[config.mk]
export PLATFORM = sky130hd
export DESIGN_NAME = connection_retry_backoff_fsm_top
export DESIGN_NICKNAME = d
export VERILOG_FILES = /design/src/sv/crb_pkg.sv /design/src/sv/crb_timer.sv /design/src/sv/crb_fsm.sv /design/src/sv/connection_retry_backoff_fsm_top.sv
export SDC_FILE = /design/constraint.sdc
export NUM_CORES = 2
export LEC_CHECK = 0
export BUFFER_PORTS_ARGS = -buffer_cell sky130_fd_sc_hd__buf_2
export CORE_MARGIN = 5
export CORE_UTILIZATION = 30
export CTS_CLUSTER_DIAMETER = 30
export DETAILED_ROUTE_END_ITERATION = 12
export HOLD_SLACK_MARGIN = 0.12
export PLACE_DENSITY = 0.5
export SLEW_MARGIN = 15
export SYNTH_ARGS = -nofsm -noshare
export SYNTH_HDL_FRONTEND = slang
export SYNTH_SLANG_ARGS = --single-unit
[constraint.sdc]
create_clock -name aclk -period 12 [get_ports aclk]
set_input_delay 2.4 -clock aclk [delete_from_list [all_inputs] [get_ports aclk]]
set_output_delay 2.4 -clock aclk [all_outputs]
set_load 0.005 [all_outputs]
[src/sv/crb_pkg.sv]
// Shared types and constants for the connection retry/backoff supervisor.
// Depends on nothing; every other file of the block refers to it by scoped names.
`default_nettype none

package crb_pkg;

    localparam int CNT_W      = 32;
    localparam int MODE_W     = 4;
    localparam int CFG_ADDR_W = 3;
    localparam int CFG_DATA_W = 32;

    localparam int FLOOR_MS       = 1000;
    localparam int DEFAULT_MAX_MS = 8000;
    localparam int PROBE_RESET_MS = 5000;

    localparam logic [CNT_W-1:0] U32_ALL = '1;

    typedef enum logic [2:0] {
        ST_VOID       = 3'd0,
        ST_BACKOFF    = 3'd1,
        ST_CONNECTING = 3'd2,
        ST_ACTIVE     = 3'd3,
        ST_IDLE       = 3'd4,
        ST_RECONNECT  = 3'd5,
        ST_LISTENING  = 3'd6
    } state_t;

    typedef enum logic [1:0] {
        AC_NONE       = 2'd0,
        AC_CONNECT    = 2'd1,
        AC_DISCONNECT = 2'd2,
        AC_PROBE      = 2'd3
    } action_t;

    typedef enum logic [MODE_W-1:0] {
        MD_POLL       = 4'd0,
        MD_ENABLE     = 4'd1,
        MD_DISABLE    = 4'd2,
        MD_FORCE      = 4'd3,
        MD_DROPPED    = 4'd4,
        MD_CONNECTING = 4'd5,
        MD_LISTENING  = 4'd6,
        MD_LISTEN_ERR = 4'd7,
        MD_CONNECTED  = 4'd8,
        MD_FAILED     = 4'd9,
        MD_ACTIVITY   = 4'd10
    } mode_t;

    typedef enum logic [CFG_ADDR_W-1:0] {
        CFG_MIN_BACKOFF = 3'd0,
        CFG_MAX_BACKOFF = 3'd1,
        CFG_PROBE       = 3'd2,
        CFG_PASSIVE     = 3'd3,
        CFG_TRY_LIMIT   = 3'd4,
        CFG_FREE_TRIES  = 3'd5
    } cfg_idx_t;

    typedef struct packed {
        logic [CNT_W-1:0] attempts;
        logic [CNT_W-1:0] successes;
        logic [CNT_W-1:0] change_seq;
    } cnt_t;

    typedef struct packed {
        state_t           state;
        logic [CNT_W-1:0] tries_left;
        cnt_t             cnt;
    } status_t;

    function automatic logic is_linked(state_t s);
        return (s == ST_ACTIVE) || (s == ST_IDLE);
    endfunction

endpackage

`default_nettype wire

[src/sv/crb_timer.sv]
// Deadline evaluation: picks the deadline base and duration for a state and
// returns the time left, floored at zero and saturating. Depends on crb_pkg.
`default_nettype none

module crb_timer #(
    parameter int TIME_BITS     = 48,
    parameter int INTERVAL_BITS = 24
) (
    input  crb_pkg::state_t           state,
    input  wire [TIME_BITS-1:0]       now,
    input  wire [TIME_BITS-1:0]       entered,
    input  wire [TIME_BITS-1:0]       last_act,
    input  wire [INTERVAL_BITS-1:0]   backoff,
    input  wire [INTERVAL_BITS-1:0]   probe,
    output logic                      dl_valid,
    output logic [INTERVAL_BITS-1:0]  left
);

    localparam logic [INTERVAL_BITS-1:0] FLOOR = INTERVAL_BITS'(crb_pkg::FLOOR_MS);

    logic [TIME_BITS-1:0]     base;
    logic [INTERVAL_BITS-1:0] dur;
    logic [TIME_BITS:0]       diff;
    logic [TIME_BITS-1:0]     gap;
    logic [TIME_BITS-1:0]     elapsed;
    logic [INTERVAL_BITS:0]   sum;

    always_comb begin
        base     = entered;
        dur      = '0;
        dl_valid = 1'b0;
        case (state)
            crb_pkg::ST_BACKOFF: begin
                dur      = backoff;
                dl_valid = 1'b1;
            end
            crb_pkg::ST_CONNECTING: begin
                dur      = (backoff > FLOOR) ? backoff : FLOOR;
                dl_valid = 1'b1;
            end
            crb_pkg::ST_ACTIVE: begin
                base     = (last_act > entered) ? last_act : entered;
                dur      = probe;
                dl_valid = (probe != '0);
            end
            crb_pkg::ST_IDLE: begin
                dur      = probe;
                dl_valid = (probe != '0);
            end
            crb_pkg::ST_RECONNECT: begin
                dl_valid = 1'b1;
            end
            default: begin
                dl_valid = 1'b0;
            end
        endcase
    end

    assign diff    = {1'b0, now} - {1'b0, base};
    assign elapsed = diff[TIME_BITS-1:0];
    assign gap     = base - now;
    assign sum     = {1'b0, gap[INTERVAL_BITS-1:0]} + {1'b0, dur};

    always_comb begin
        left = '0;
        if (dl_valid) begin
            if (diff[TIME_BITS]) begin
                // The base lies in the future, so the gap counts toward the wait.
                if (|gap[TIME_BITS-1:INTERVAL_BITS]) begin
                    left = '1;
                end else if (sum[INTERVAL_BITS]) begin
                    left = '1;
                end else begin
                    left = sum[INTERVAL_BITS-1:0];
                end
            end else if (elapsed < {{(TIME_BITS-INTERVAL_BITS){1'b0}}, dur}) begin
                left = dur - elapsed[INTERVAL_BITS-1:0];
            end
        end
    end

endmodule

`default_nettype wire

[src/sv/crb_fsm.sv]
// Supervisor state machine: holds the configuration and connection state,
// and applies one event or poll per step. Depends on crb_pkg and crb_timer.
`default_nettype none

module crb_fsm #(
    parameter int TIME_BITS     = 48,
    parameter int INTERVAL_BITS = 24
) (
    input  wire                                aclk,
    input  wire                                aresetn,
    input  wire                                cfg_we,
    input  wire [crb_pkg::CFG_ADDR_W-1:0]      cfg_addr,
    input  wire [crb_pkg::CFG_DATA_W-1:0]      cfg_wdata,
    input  wire                                step,
    input  wire [crb_pkg::MODE_W-1:0]          mode,
    input  wire [TIME_BITS-1:0]                now,
    output crb_pkg::action_t                   action,
    output crb_pkg::status_t                   status,
    output logic [TIME_BITS-1:0]               entered,
    output logic [TIME_BITS-1:0]               last_act,
    output logic [INTERVAL_BITS-1:0]           backoff,
    output logic [INTERVAL_BITS-1:0]           probe
);

    localparam int TW = TIME_BITS;
    localparam int IW = INTERVAL_BITS;
    localparam int CW = crb_pkg::CNT_W;
    localparam logic [IW-1:0] FLOOR   = IW'(crb_pkg::FLOOR_MS);
    localparam logic [IW-1:0] DEF_MAX = IW'(crb_pkg::DEFAULT_MAX_MS);

    // Configuration registers.
    logic [IW-1:0] min_reg, min_next;
    logic [IW-1:0] max_reg, max_next;
    logic [IW-1:0] probe_reg, probe_next;
    logic          passive_reg, passive_next;

    // Connection state.
    crb_pkg::state_t st_reg, st_next;
    logic [TW-1:0]   ent_reg, ent_next;
    logic [IW-1:0]   bo_reg, bo_next;
    logic [TW-1:0]   la_reg, la_next;
    logic [TW-1:0]   lc_reg, lc_next;
    logic [CW-1:0]   tl_reg, tl_next;
    logic [CW-1:0]   ftl_reg, ftl_next;
    crb_pkg::cnt_t   cnt_reg, cnt_next;

    crb_pkg::action_t act_c;
    logic             dl_valid;
    logic [IW-1:0]    dl_left;
    logic             due;

    function automatic crb_pkg::cnt_t go_cnt(crb_pkg::cnt_t c, crb_pkg::state_t from,
                                             crb_pkg::state_t to);
        crb_pkg::cnt_t r;
        r = c;
        if (from == crb_pkg::ST_CONNECTING) begin
            r.attempts = c.attempts + 1'b1;
            if (to == crb_pkg::ST_ACTIVE) begin
                r.successes = c.successes + 1'b1;
            end
        end
        if (crb_pkg::is_linked(from) != crb_pkg::is_linked(to)) begin
            r.change_seq = c.change_seq + 1'b1;
        end
        return r;
    endfunction

    crb_timer #(
        .TIME_BITS    (TIME_BITS),
        .INTERVAL_BITS(INTERVAL_BITS)
    ) u_due (
        .state   (st_reg),
        .now     (now),
        .entered (ent_reg),
        .last_act(la_reg),
        .backoff (bo_reg),
        .probe   (probe_reg),
        .dl_valid(dl_valid),
        .left    (dl_left)
    );

    // A deadline is due exactly when one exists and no time is left.
    assign due = dl_valid && (dl_left == '0);

    always_comb begin
        crb_pkg::state_t st;
        logic [TW-1:0]   ent;
        logic [IW-1:0]   bo;
        logic [TW-1:0]   la;
        logic [TW-1:0]   lc;
        logic [CW-1:0]   tl;
        logic [CW-1:0]   ftl;
        crb_pkg::cnt_t   cnt;
        logic            do_lost;
        logic            was_linked;
        logic            fresh;
        logic [IW-1:0]   sat;
        logic [IW-1:0]   v;

        st      = st_reg;
        ent     = ent_reg;
        bo      = bo_reg;
        la      = la_reg;
        lc      = lc_reg;
        tl      = tl_reg;
        ftl     = ftl_reg;
        cnt     = cnt_reg;
        do_lost = 1'b0;
        act_c   = crb_pkg::AC_NONE;
        was_linked = 1'b0;
        fresh   = 1'b0;
        sat     = (|cfg_wdata[crb_pkg::CFG_DATA_W-1:IW]) ? '1 : cfg_wdata[IW-1:0];
        v       = sat;

        min_next     = min_reg;
        max_next     = max_reg;
        probe_next   = probe_reg;
        passive_next = passive_reg;

        if (step) begin
            case (crb_pkg::mode_t'(mode))
                crb_pkg::MD_POLL: begin
                    if (due) begin
                        case (st)
                            crb_pkg::ST_BACKOFF: begin
                                act_c = crb_pkg::AC_CONNECT;
                            end
                            crb_pkg::ST_CONNECTING, crb_pkg::ST_IDLE,
                            crb_pkg::ST_RECONNECT: begin
                                act_c = crb_pkg::AC_DISCONNECT;
                            end
                            crb_pkg::ST_ACTIVE: begin
                                cnt   = go_cnt(cnt, st, crb_pkg::ST_IDLE);
                                st    = crb_pkg::ST_IDLE;
                                ent   = now;
                                act_c = crb_pkg::AC_PROBE;
                            end
                            default: begin
                                act_c = crb_pkg::AC_NONE;
                            end
                        endcase
                    end
                end
                crb_pkg::MD_ENABLE: begin
                    if (st == crb_pkg::ST_VOID && tl != '0) begin
                        if (tl != crb_pkg::U32_ALL) begin
                            tl = tl - 1'b1;
                        end
                        cnt = go_cnt(cnt, st, crb_pkg::ST_BACKOFF);
                        st  = crb_pkg::ST_BACKOFF;
                        ent = now;
                        bo  = '0;
                    end
                end
                crb_pkg::MD_DISABLE: begin
                    if (st != crb_pkg::ST_VOID) begin
                        cnt = go_cnt(cnt, st, crb_pkg::ST_VOID);
                        st  = crb_pkg::ST_VOID;
                        ent = now;
                    end
                end
                crb_pkg::MD_FORCE: begin
                    if (st == crb_pkg::ST_CONNECTING || crb_pkg::is_linked(st)) begin
                        cnt = go_cnt(cnt, st, crb_pkg::ST_RECONNECT);
                        st  = crb_pkg::ST_RECONNECT;
                        ent = now;
                    end
                end
                crb_pkg::MD_DROPPED: begin
                    do_lost = 1'b1;
                end
                crb_pkg::MD_CONNECTING: begin
                    if (st != crb_pkg::ST_CONNECTING) begin
                        cnt = go_cnt(cnt, st, crb_pkg::ST_CONNECTING);
                        st  = crb_pkg::ST_CONNECTING;
                        ent = now;
                    end
                end
                crb_pkg::MD_LISTENING: begin
                    if (st != crb_pkg::ST_LISTENING) begin
                        cnt = go_cnt(cnt, st, crb_pkg::ST_LISTENING);
                        st  = crb_pkg::ST_LISTENING;
                        ent = now;
                    end
                end
                crb_pkg::MD_LISTEN_ERR: begin
                    do_lost = (st == crb_pkg::ST_LISTENING);
                end
                crb_pkg::MD_CONNECTED: begin
                    if (!crb_pkg::is_linked(st)) begin
                        if (st != crb_pkg::ST_CONNECTING) begin
                            cnt = go_cnt(cnt, st, crb_pkg::ST_CONNECTING);
                            st  = crb_pkg::ST_CONNECTING;
                        end
                        cnt = go_cnt(cnt, st, crb_pkg::ST_ACTIVE);
                        st  = crb_pkg::ST_ACTIVE;
                        ent = now;
                        lc  = now;
                    end
                end
                crb_pkg::MD_FAILED: begin
                    if (st != crb_pkg::ST_CONNECTING) begin
                        cnt = go_cnt(cnt, st, crb_pkg::ST_CONNECTING);
                        st  = crb_pkg::ST_CONNECTING;
                        ent = now;
                    end
                    do_lost = 1'b1;
                end
                crb_pkg::MD_ACTIVITY: begin
                    if (st != crb_pkg::ST_ACTIVE) begin
                        cnt = go_cnt(cnt, st, crb_pkg::ST_ACTIVE);
                        st  = crb_pkg::ST_ACTIVE;
                        ent = now;
                    end
                    la = now;
                end
                default: begin
                    do_lost = 1'b0;
                end
            endcase

            // Loss of the link: retry budget, then the next backoff interval.
            if (do_lost && st != crb_pkg::ST_BACKOFF && st != crb_pkg::ST_VOID) begin
                was_linked = crb_pkg::is_linked(st);
                if (tl == '0) begin
                    cnt = go_cnt(cnt, st, crb_pkg::ST_VOID);
                    st  = crb_pkg::ST_VOID;
                    ent = now;
                end else begin
                    if (tl != crb_pkg::U32_ALL) begin
                        tl = tl - 1'b1;
                    end
                    fresh = was_linked && (passive_reg ||
                            (lc != '1 && la >= lc &&
                             (la - lc) >= {{(TW-IW){1'b0}}, bo}));
                    if (ftl > {{(CW-1){1'b0}}, 1'b1}) begin
                        ftl = ftl - 1'b1;
                        bo  = '0;
                    end else if (fresh) begin
                        bo = passive_reg ? '0 : min_reg;
                    end else if (bo < min_reg) begin
                        bo = min_reg;
                    end else if (bo < (max_reg >> 1)) begin
                        bo = {bo[IW-2:0], 1'b0};
                    end else begin
                        bo = max_reg;
                    end
                    cnt = go_cnt(cnt, st, crb_pkg::ST_BACKOFF);
                    st  = crb_pkg::ST_BACKOFF;
                    ent = now;
                end
            end
        end

        if (cfg_we) begin
            case (crb_pkg::cfg_idx_t'(cfg_addr))
                crb_pkg::CFG_MIN_BACKOFF: begin
                    min_next = (sat < FLOOR) ? FLOOR : sat;
                    max_next = (max_reg < min_next) ? min_next : max_reg;
                    if (st == crb_pkg::ST_BACKOFF && bo > max_next) begin
                        bo = max_next;
                    end
                end
                crb_pkg::CFG_MAX_BACKOFF: begin
                    if (v == '0) begin
                        v = DEF_MAX;
                    end
                    if (v < FLOOR) begin
                        v = FLOOR;
                    end
                    if (v < min_reg) begin
                        v = min_reg;
                    end
                    max_next = v;
                    if (st == crb_pkg::ST_BACKOFF && bo > max_next) begin
                        bo = max_next;
                    end
                end
                crb_pkg::CFG_PROBE: begin
                    probe_next = (sat != '0 && sat < FLOOR) ? FLOOR : sat;
                end
                crb_pkg::CFG_PASSIVE: begin
                    passive_next = cfg_wdata[0];
                end
                crb_pkg::CFG_TRY_LIMIT: begin
                    tl = cfg_wdata;
                end
                crb_pkg::CFG_FREE_TRIES: begin
                    ftl = cfg_wdata;
                end
                default: begin
                    passive_next = passive_reg;
                end
            endcase
        end

        st_next  = st;
        ent_next = ent;
        bo_next  = bo;
        la_next  = la;
        lc_next  = lc;
        tl_next  = tl;
        ftl_next = ftl;
        cnt_next = cnt;
    end

    always_ff @(posedge aclk) begin
        if (!aresetn) begin
            min_reg     <= FLOOR;
            max_reg     <= DEF_MAX;
            probe_reg   <= IW'(crb_pkg::PROBE_RESET_MS);
            passive_reg <= 1'b0;
            st_reg      <= crb_pkg::ST_VOID;
            ent_reg     <= '0;
            bo_reg      <= '0;
            la_reg      <= '0;
            lc_reg      <= '1;
            tl_reg      <= crb_pkg::U32_ALL;
            ftl_reg     <= '0;
            cnt_reg     <= '0;
        end else begin
            min_reg     <= min_next;
            max_reg     <= max_next;
            probe_reg   <= probe_next;
            passive_reg <= passive_next;
            st_reg      <= st_next;
            ent_reg     <= ent_next;
            bo_reg      <= bo_next;
            la_reg      <= la_next;
            lc_reg      <= lc_next;
            tl_reg      <= tl_next;
            ftl_reg     <= ftl_next;
            cnt_reg     <= cnt_next;
        end
    end

    assign action            = act_c;
    assign status.state      = st_reg;
    assign status.tries_left = tl_reg;
    assign status.cnt        = cnt_reg;
    assign entered           = ent_reg;
    assign last_act          = la_reg;
    assign backoff           = bo_reg;
    assign probe             = probe_reg;

endmodule

`default_nettype wire

[src/sv/connection_retry_backoff_fsm_top.sv]
// Top level of the connection retry/backoff supervisor: input register,
// state machine stage and result register. Depends on crb_pkg, crb_fsm, crb_timer.
//
//   Channel  Direction  Handshake          Payload
//   s_       in         s_valid/s_ready    s_mode, s_now_ms
//   m_       out        m_valid/m_ready    m_action .. m_link_change_seq
//   cfg_     in         cfg_we (no wait)   cfg_addr, cfg_wdata
//
// A word passes three register stages: the input register, the state machine
// step (state registers plus a small register for the action and time), and the
// result register. One word is taken every cycle while m_ready does not stall the output.
// Reset is synchronous on aresetn low and clears every control and state register.
// A stalled m_ready holds the result register; the stages behind it keep filling
// until each holds a word, and only then is s_ready dropped.
`default_nettype none

module connection_retry_backoff_fsm_top #(
    parameter int TIME_BITS     = 48,
    parameter int INTERVAL_BITS = 24
) (
    input  wire                              aclk,
    input  wire                              aresetn,
    // Configuration write port.
    input  wire                              cfg_we,
    input  wire [crb_pkg::CFG_ADDR_W-1:0]    cfg_addr,
    input  wire [crb_pkg::CFG_DATA_W-1:0]    cfg_wdata,
    // Event and poll input.
    input  wire                              s_valid,
    output logic                             s_ready,
    input  wire [crb_pkg::MODE_W-1:0]        s_mode,
    input  wire [TIME_BITS-1:0]              s_now_ms,
    // Result output.
    output logic                             m_valid,
    input  wire                              m_ready,
    output logic [1:0]                       m_action,
    output logic [2:0]                       m_state_code,
    output logic                             m_is_connected,
    output logic                             m_timeout_valid,
    output logic [INTERVAL_BITS-1:0]         m_timeout_ms,
    output logic [INTERVAL_BITS-1:0]         m_backoff_now_ms,
    output logic [crb_pkg::CNT_W-1:0]        m_tries_remaining,
    output logic [crb_pkg::CNT_W-1:0]        m_attempts_total,
    output logic [crb_pkg::CNT_W-1:0]        m_successes_total,
    output logic [crb_pkg::CNT_W-1:0]        m_link_change_seq
);

    // Stage handshake. Each stage moves when it holds a word and the stage
    // ahead is empty or moving in the same cycle.
    logic out_adv;
    logic step;

    // Input register.
    logic                        in_vld_reg;
    logic [crb_pkg::MODE_W-1:0]  mode_reg;
    logic [TIME_BITS-1:0]        now_reg;

    // Step register: the state machine itself holds the post-step state, so
    // only the action and the time stamp travel with the word.
    logic                        snap_vld_reg;
    crb_pkg::action_t            snap_action_reg;
    logic [TIME_BITS-1:0]        snap_now_reg;

    // Result register.
    logic                        out_vld_reg;
    logic [1:0]                  action_reg;
    logic [2:0]                  state_reg;
    logic                        linked_reg;
    logic                        tvalid_reg;
    logic [INTERVAL_BITS-1:0]    tleft_reg;
    logic [INTERVAL_BITS-1:0]    backoff_reg;
    logic [crb_pkg::CNT_W-1:0]   tries_reg;
    logic [crb_pkg::CNT_W-1:0]   attempts_reg;
    logic [crb_pkg::CNT_W-1:0]   successes_reg;
    logic [crb_pkg::CNT_W-1:0]   seq_reg;

    crb_pkg::action_t            step_action;
    crb_pkg::status_t            status;
    logic [TIME_BITS-1:0]        entered;
    logic [TIME_BITS-1:0]        last_act;
    logic [INTERVAL_BITS-1:0]    backoff;
    logic [INTERVAL_BITS-1:0]    probe;
    logic                        dl_valid;
    logic [INTERVAL_BITS-1:0]    dl_left;

    assign out_adv = snap_vld_reg && (!out_vld_reg || m_ready);
    assign step    = in_vld_reg && (!snap_vld_reg || out_adv);
    assign s_ready = !in_vld_reg || step;

    crb_fsm #(
        .TIME_BITS    (TIME_BITS),
        .INTERVAL_BITS(INTERVAL_BITS)
    ) u_fsm (
        .aclk     (aclk),
        .aresetn  (aresetn),
        .cfg_we   (cfg_we),
        .cfg_addr (cfg_addr),
        .cfg_wdata(cfg_wdata),
        .step     (step),
        .mode     (mode_reg),
        .now      (now_reg),
        .action   (step_action),
        .status   (status),
        .entered  (entered),
        .last_act (last_act),
        .backoff  (backoff),
        .probe    (probe)
    );

    // The state registers hold the state left by the word in the step register, because
    // the step stage cannot advance while that word waits; a cfg write can still change them.
    crb_timer #(
        .TIME_BITS    (TIME_BITS),
        .INTERVAL_BITS(INTERVAL_BITS)
    ) u_timer (
        .state   (status.state),
        .now     (snap_now_reg),
        .entered (entered),
        .last_act(last_act),
        .backoff (backoff),
        .probe   (probe),
        .dl_valid(dl_valid),
        .left    (dl_left)
    );

    always_ff @(posedge aclk) begin
        if (!aresetn) begin
            in_vld_reg   <= 1'b0;
            snap_vld_reg <= 1'b0;
            out_vld_reg  <= 1'b0;
        end else begin
            if (s_ready) begin
                in_vld_reg <= s_valid;
            end
            if (!snap_vld_reg || out_adv) begin
                snap_vld_reg <= step;
            end
            if (!out_vld_reg || m_ready) begin
                out_vld_reg <= out_adv;
            end
        end
    end

    always_ff @(posedge aclk) begin
        if (s_ready && s_valid) begin
            mode_reg <= s_mode;
            now_reg  <= s_now_ms;
        end
        if (step) begin
            snap_action_reg <= step_action;
            snap_now_reg    <= now_reg;
        end
        if (out_adv) begin
            action_reg    <= snap_action_reg;
            state_reg     <= status.state;
            linked_reg    <= crb_pkg::is_linked(status.state);
            tvalid_reg    <= dl_valid;
            tleft_reg     <= dl_left;
            backoff_reg   <= backoff;
            tries_reg     <= status.tries_left;
            attempts_reg  <= status.cnt.attempts;
            successes_reg <= status.cnt.successes;
            seq_reg       <= status.cnt.change_seq;
        end
    end

    assign m_valid           = out_vld_reg;
    assign m_action          = action_reg;
    assign m_state_code      = state_reg;
    assign m_is_connected    = linked_reg;
    assign m_timeout_valid   = tvalid_reg;
    assign m_timeout_ms      = tleft_reg;
    assign m_backoff_now_ms  = backoff_reg;
    assign m_tries_remaining = tries_reg;
    assign m_attempts_total  = attempts_reg;
    assign m_successes_total = successes_reg;
    assign m_link_change_seq = seq_reg;

endmodule

`default_nettype wire
-- Word level (Yosys, flattened, before mapping)
Cells that the tools add are included.
- add/subtract/negate cells: 20
- $mul: 0
- divide/modulo/power cells: 0
- magnitude comparators: 15
- equal/unequal tests: 44
- shift operators: 0
- multiplexer cells: 119
- bitwise operators: 0
- reduce and logical (&&, ||, !) cells: 51
- operators with widths (cell ; count):
    $mux 96 ; 15
    $mux 24 ; 37
    $mux 48 ; 17
    $pmux 96 s8 ; 1
    $mux 32 ; 22
    $pmux 48 s8 ; 1
    $add 32x1->32 const B ; 8
    $sub 48x48->48 ; 3
    $mux 64 ; 2
    $sub 48x48->49 ; 2
    $lt 48x24->1 ; 2
    $pmux 24 s2 ; 2
    $sub 32x1->32 const B ; 3
    $lt 24x24->1 ; 3
    $pmux 24 s3 ; 1
    $ne 32x32->1 const B ; 2
    $add 24x24->25 ; 2
    $ge 48x24->1 ; 1
    $ge 48x48->1 ; 1
    $gt 24x24->1 ; 2
    $gt 48x48->1 ; 1
    $logic_not 24->1 ; 2
    $lt 24x10->1 const B ; 2
    $ne 48x48->1 const B ; 1
    36 further kinds ; 116
- bits in registers: 692
- bits in latches: 0
- bits in writable memories: 0
- memory bits (read-only): 0
- input bits: 92
- output and inout port bits: 185
- logic and storage cells: 280
- memories: 0

-- Longest topological paths before layout
- depth after elaboration: 27
- mapped depth: 67
- gate-level depth less buffers: 64

-- Cells and area by module
From an unflattened synthesis, not the netlist that was laid out.
- cells, all modules: 8660
- area, all modules: 67767.5 µm²
- modules (own cells, without submodules) (module ; instances ; cells each ; area an instance (µm²) ; sequential area each (µm²)):
    crb_fsm ; 1 ; 4800 ; 34331.7 ; 8087.8
    crb_timer at u_fsm.u_due ; 1 ; 1797 ; 12431.9 ; 0.0
    crb_timer at u_timer ; 1 ; 1762 ; 12288.0 ; 0.0
    connection_retry_backoff_fsm_top ; 1 ; 301 ; 8715.9 ; 8618.3

-- Worst setup path before layout
Ideal clock, no wire load.
- kind: reg2reg
- start point: register u_fsm.ent_reg[17] (netlist: u_fsm.entered[17])
- end point: register u_fsm.bo_reg[10] (netlist: u_fsm.backoff[10])
- library setup time: 0.119 ns
- arrival time: 11.636 ns
- required time: 11.881 ns
- setup slack: 0.245 ns
- cell stages (with the launch flop): 61
- path buffers: 4
- clock period less this slack: 11.755 ns
- path through: dfxtp_1 -> inv_1 -> ha_1 -> a21oi_1 -> nor2b_1 -> o21ai_0 -> nand2b_1 -> a21oi_1 -> nor2b_1 -> o21ai_0 -> nand2b_1 -> a21oi_1 -> o221a_2 -> nor2_1 -> a21oi_1 -> a21oi_1 -> clkbuf_1 -> clkbuf_1 -> (+25 left out) -> buf_2 -> a21o_1 -> ha_1 -> a21o_1 -> a21oi_1 -> nor2b_1 -> o31a_1 -> o21ai_0 -> nand2b_1 -> a21oi_1 -> nand2_1 -> a221o_1 -> nand2_1 -> or3_1 -> clkbuf_1 -> o31ai_1 -> and2_1 -> o221a_1
- cells in the longest elaborated chain, start to end: 27
- elaborated cells between the ends (all ways): 43
- classes of those cells: 4 x add/sub; 4 x order compare; 4 x eq/ne; 21 x mux; 10 x reduce/logical
- ends and longest elaborated chain (item ; line ; RTL):
    start, declared ; crb_fsm.sv:39 ; logic [TW-1:0] ent_reg, ent_next;
    start signal, assigned ; crb_fsm.sv:327 ; ent_reg <= ent_next;
    $gt 48x48->1 ; crb_timer.sv:42 ; base = (last_act > entered) ? last_act : entered;
    $mux 48 ; crb_timer.sv:42 ;
    $mux 48 (*) ; crb_timer.sv:32 ; case (state)
    $sub 48x48->48 ; crb_timer.sv:61 ; assign gap = base - now;
    $add 24x24->25 ; crb_timer.sv:62 ; assign sum = {1'b0, gap[INTERVAL_BITS-1:0]} + {1'b0, dur};
    $mux 24 ; crb_timer.sv:71 ; end else if (sum[INTERVAL_BITS]) begin
    $mux 24 ; crb_timer.sv:69 ; if (|gap[TIME_BITS-1:INTERVAL_BITS]) begin
    $mux 24 (*) ; crb_timer.sv:67 ; if (diff[TIME_BITS]) begin
    (+11 left out) ; n/a ;
    $mux 24 ; crb_fsm.sv:225 ; if (tl == '0) begin
    $mux 24 ; crb_fsm.sv:223 ; if (do_lost && st != crb_pkg::ST_BACKOFF && st != crb_pkg::ST_VOID) begin
    $mux 24 ; crb_fsm.sv:120 ; if (step) begin
    $gt 24x24->1 (on tied branches) ; crb_fsm.sv:275, crb_fsm.sv:260 ;
    $logic_and 1x1->1 (on tied branches) ; crb_fsm.sv:275, crb_fsm.sv:260 ;
    $mux 24 (on tied branches) ; crb_fsm.sv:275, crb_fsm.sv:260 ;
    $pmux 24 s2 ; crb_fsm.sv:256 ; case (crb_pkg::cfg_idx_t'(cfg_addr))
    $mux 24 (*) ; crb_fsm.sv:255 ; if (cfg_we) begin
    end signal, assigned ; crb_fsm.sv:328 ; bo_reg <= bo_next;
    end, declared ; crb_fsm.sv:40 ; logic [IW-1:0] bo_reg, bo_next;
Mark *: on every way between the ends. The rest lies on a longest branch, timed or not. The select of a mux whose other input is x is not followed.
A chain may end at the register's enable or synchronous reset.

-- Worst setup path after layout
- start point: register u_fsm.ent_reg[47] (netlist: u_fsm.entered[47])
- end point: register u_fsm.bo_reg[23] (netlist: u_fsm.backoff[23])
The elaborated chain is that of the path after synthesis.

==> qor_table.md <==
| Parameter | Reported | Unit |
| --- | --- | --- |
| Status | completed | - |
| Class of the tightest hold or removal check | flop to flop | - |
| Share of the clock period used by the worst path | 99.20 | % |
| Final WS setup | 0.09631 | ns |
| Placement Setup Slack | -1.149 | ns |
| Clock tree from TritonCTS | yes | - |
| Sum of net half-perimeters after detailed placement | 214900 | um |
| Critical path arrival | 12.57 | ns |
| Number of detailed-route iterations in the first pass | 6 | - |
| Setup repair after global routing missed its margin | yes | - |
| Maximum level of the CTS H-tree | 4 | - |
| Number of max-slew violations in the final report | 0 | - |
| Last weighted congestion value of the routability-driven placer | 0.9721 | - |
| Fraction of final layout cells sized beyond drive strength 1 | 21.23 | % |
| Fin cells | 11620 | - |
| Cell repeated most along the worst path | buf_4 | - |
| Number of max-cap violations | 0 | - |
| Detailed Route WL | 270100 | um |
| TritonCTS buffer count | 200 | - |
| Top fanout value on the critical path | 8 | - |
| Largest register FFs | 96 | - |
| Average wire per standard cell | 23.24 | um |
| Core Box Area | 201700 | um2 |
| Iteration-0 DRC Markers | 5366 | - |
| Count of unresolved DRC violations after routing | 0 | - |
| Worst max-slew margin expressed relative to the limit | 15.23 | % |
| Floorplan die width | 459.8 | um |
| Global route total overflow | 0 | - |
| Critical-path cell with the highest stage delay | or4_4 | - |
| Number of nets with antenna violations after routing | 0 | - |
| Master cell of the clock root buffer | clkbuf_16 | - |
| Count of flip-flops with a built-in enable after synthesis | 285 | - |
| Post-synthesis to final-layout area growth | 31.27 | % |
| Max Freq | 84.01 | MHz |
| Nets in the synthesized netlist | 8449 | - |
| Nets@finish | 9474 | - |
| Leakage | 34.41 | nW |
| PD cells | 132.5 | nW/um2 |
| Post-synthesis async set-or-reset flop share | 0 | % |
| Synthesized area | 60700 | um2 |
| Number of hold violations in the final report | 0 | - |
| Final worst hold slack | 0.4129 | ns |
| Peak ir drop on the vdd network | 0.1228 | mV |
| Mapped Cells | 7744 | - |
| Sequential cell area fraction in the yosys report | 27.52 | % |
| Bufs on Longest Clock Path | 3 | - |
| Overall die height | 459.8 | um |
| Fin crit period | 11.90 | ns |
| DR vias | 63630 | - |
| Number of rows in the core area | 165 | - |
| Register-to-Register Setup Slack | 0.1 | ns |
| Setup TNS after final layout | 0 | ns |
| Post-placement cell count | 11190 | - |
| Worst Setup Path Type | flop to flop | - |
| Slowest cell delay on critical path | 0.55 | ns |
| Number of warning messages in the yosys log | 0 | - |
| Setup-failing EPs final | 0 | - |
| Commonest register cell after synthesis | dfxtp_1 | - |
| First-pass GRT wire length | 395100 | um |
| Data required time at the worst endpoint | 12.67 | ns |
| Slew at the pin with the worst max-slew slack | 1.270 | ns |
| Number of buffers inserted by port buffering | 276 | - |
| Routed vias/inst | 5.475 | - |
| Startpoint of the tightest hold check path | snap_action_reg[0]$_SDFFCE_PN0P_ | - |
| Largest net degree at the start of global routing | 124 | - |
| Launching element type of the critical path | flop | - |
| Crit end category | flop | - |
| Synthesized area per cell | 7.839 | um2 |
| Synth Register Bits | 692 | - |
| Num ports | 277 | - |
| Vias in the first global route | 60940 | - |
| Number of clock sinks seen by CTS | 692 | - |
| Hold Path Sink | m_action[0]$_DFFE_PP_ | - |
| R2r startpoint | u_fsm.entered[47]$_SDFFE_PN0P_ | - |
| Total Die Area | 211400 | um2 |
| Power, Total | 0.01056 | W |
| Number of antenna violations at the first check in global routing | 7 | - |
| Worst setup skew after layout | 0.09487 | ns |
| Worst reg-to-reg path cell count | 62 | - |
| Starting Density | 30.10 | % |
| Worst r2r dst | u_fsm.backoff[23]$_SDFF_PN0_ | - |
| Unique cell type count in the Yosys netlist | 97 | - |
| Clock slew at reported path FFs | 0.05 | ns |
| Insertion delay of the later-clocked pin in the worst-skew pair | 0.88 | ns |
| GR Util All Layers | 24.43 | % |
| Worst hold stages | 0 | - |
## cell usage after synthesis, types with 161 or more instances
cell,count,area [um2]
nand4_1,161,1007
inv_1,527,1978
clkbuf_1,352,1321
nor2_1,778,2920
a21oi_1,681,3408
dfxtp_1,407,8148
edfxtp_1,285,8558
ha_1,604,7557
nor3_1,174,870.8
nand2_1,727,2729
nand3_1,194,970.9
a21o_1,236,1772
xnor2_1,227,1988
o21ai_0,428,2142
## stage by stage
step                util, %  cell area [um2]
CTS                   38.87            78410
detailed placement    35.12            70840
floorplan                 -            60700
global placement      35.12            70840
finish                39.51            79690
global route          39.50            79680
## critical path, delay by kind of cell (launching register included)
| family | cells | cell delay, ns |
|---|---|---|
| DFF | 1 | 0.30 |
| and+or+nand+nor | 20 | 3.43 |
| AOI/OAI and AO/OA | 25 | 4.92 |
| muxes | 1 | 0.37 |
| adders and majority gates | 4 | 0.98 |
| xor gates and xnor gates | 1 | 0.09 |
| buffers and inverters | 11 | 1.60 |
## cells in the final DEF (no fill, tap or decap), types with 109 or more instances in the layout
cell type,count
mux2i_1,109
o21ai_0,384
nand3_1,191
nor3_1,169
xor2_1,145
ha_1,581
a21o_1,235
edfxtp_1,285
buf_2,275
o211ai_1,109
clkbuf_16,203
inv_1,520
nand4_1,161
buf_4,903
nor2_1,769
xnor2_1,220
nand2_1,721
dfxtp_1,405
a21oi_1,642
## area by class of cell
cell class	count	area, um2
Clock buffer	246	5348
Timing Repair Buffer	1210	8686
Tap cell	2672	3343
Clock inverter	135	1762
Sequential cell	692	16710
Multi-Input combinational cell	6136	41830
Fill cell	20530	122000
Inverter	529	2001
Antenna cell	3	7.507
## per-layer routing
| metal | vias to the layer above | share of wire, % | track usage [%] |
|---|---|---|---|
| li1 | 30220 | - | - |
| met1 | 30690 | 45 | 33.11 |
| met2 | 2283 | 45 | 39.55 |
| met3 | 440 | 5.6 | 3.280 |
| met4 | 0 | 4.1 | 9.157 |
| met5 | - | 0 | 0 |
## worst max-delay path by stage
stage | from | endpoint | depth (start not counted)
after detailed placement | u_fsm.entered[17]$_SDFFE_PN0P_ | u_fsm.backoff[23]$_SDFF_PN0_ | 65
after floorplan | u_fsm.entered[17]$_SDFFE_PN0P_ | u_fsm.backoff[10]$_SDFF_PN0_ | 60
after global placement | u_fsm.entered[17]$_SDFFE_PN0P_ | u_fsm.backoff[18]$_SDFF_PN0_ | 63
final | u_fsm.entered[47]$_SDFFE_PN0P_ | u_fsm.backoff[23]$_SDFF_PN0_ | 62
after CTS | u_fsm.entered[1]$_SDFFE_PN0P_ | u_fsm.backoff[14]$_SDFF_PN0_ | 66
after global routing | u_fsm.entered[17]$_SDFFE_PN0P_ | u_fsm.backoff[14]$_SDFF_PN0_ | 66
## cell families (layout without fill, tap and decap cells)
kind of cell    Yosys count  after routing  synth area share [%]
fa+ha+maj               614            614                 12.76
compound gates         2238           2239                 23.89
simple gates           2728           2728                 21.60
mux                     175            175                 3.022
flops                   692            692                 27.52
other cells               0              3                     0
buf+inv                 917           2120                 5.728
xor+xnor                380            380                 5.483
## report_power, final
group | switching [W] | leakage [nW] | internal [W] | total, W
clock | 0.00180 | 3.36 | 0.00367 | 0.00547
combinational | 0.00143 | 25.2 | 0.000987 | 0.00242
sequential | 0.000122 | 5.84 | 0.00255 | 0.00267
total | 0.00336 | 34.4 | 0.00721 | 0.0106
## timing repair
item / CTS / global route
endpoints found under the setup margin: 24 / 24
resized for setup: 77 / 222
setup buffers: 14 / 27
pin swaps: 27 / 91
hold buffers: 0 / 0
gates cloned: 1 / 4
Note: power is estimated with default switching activity, not from simulation.
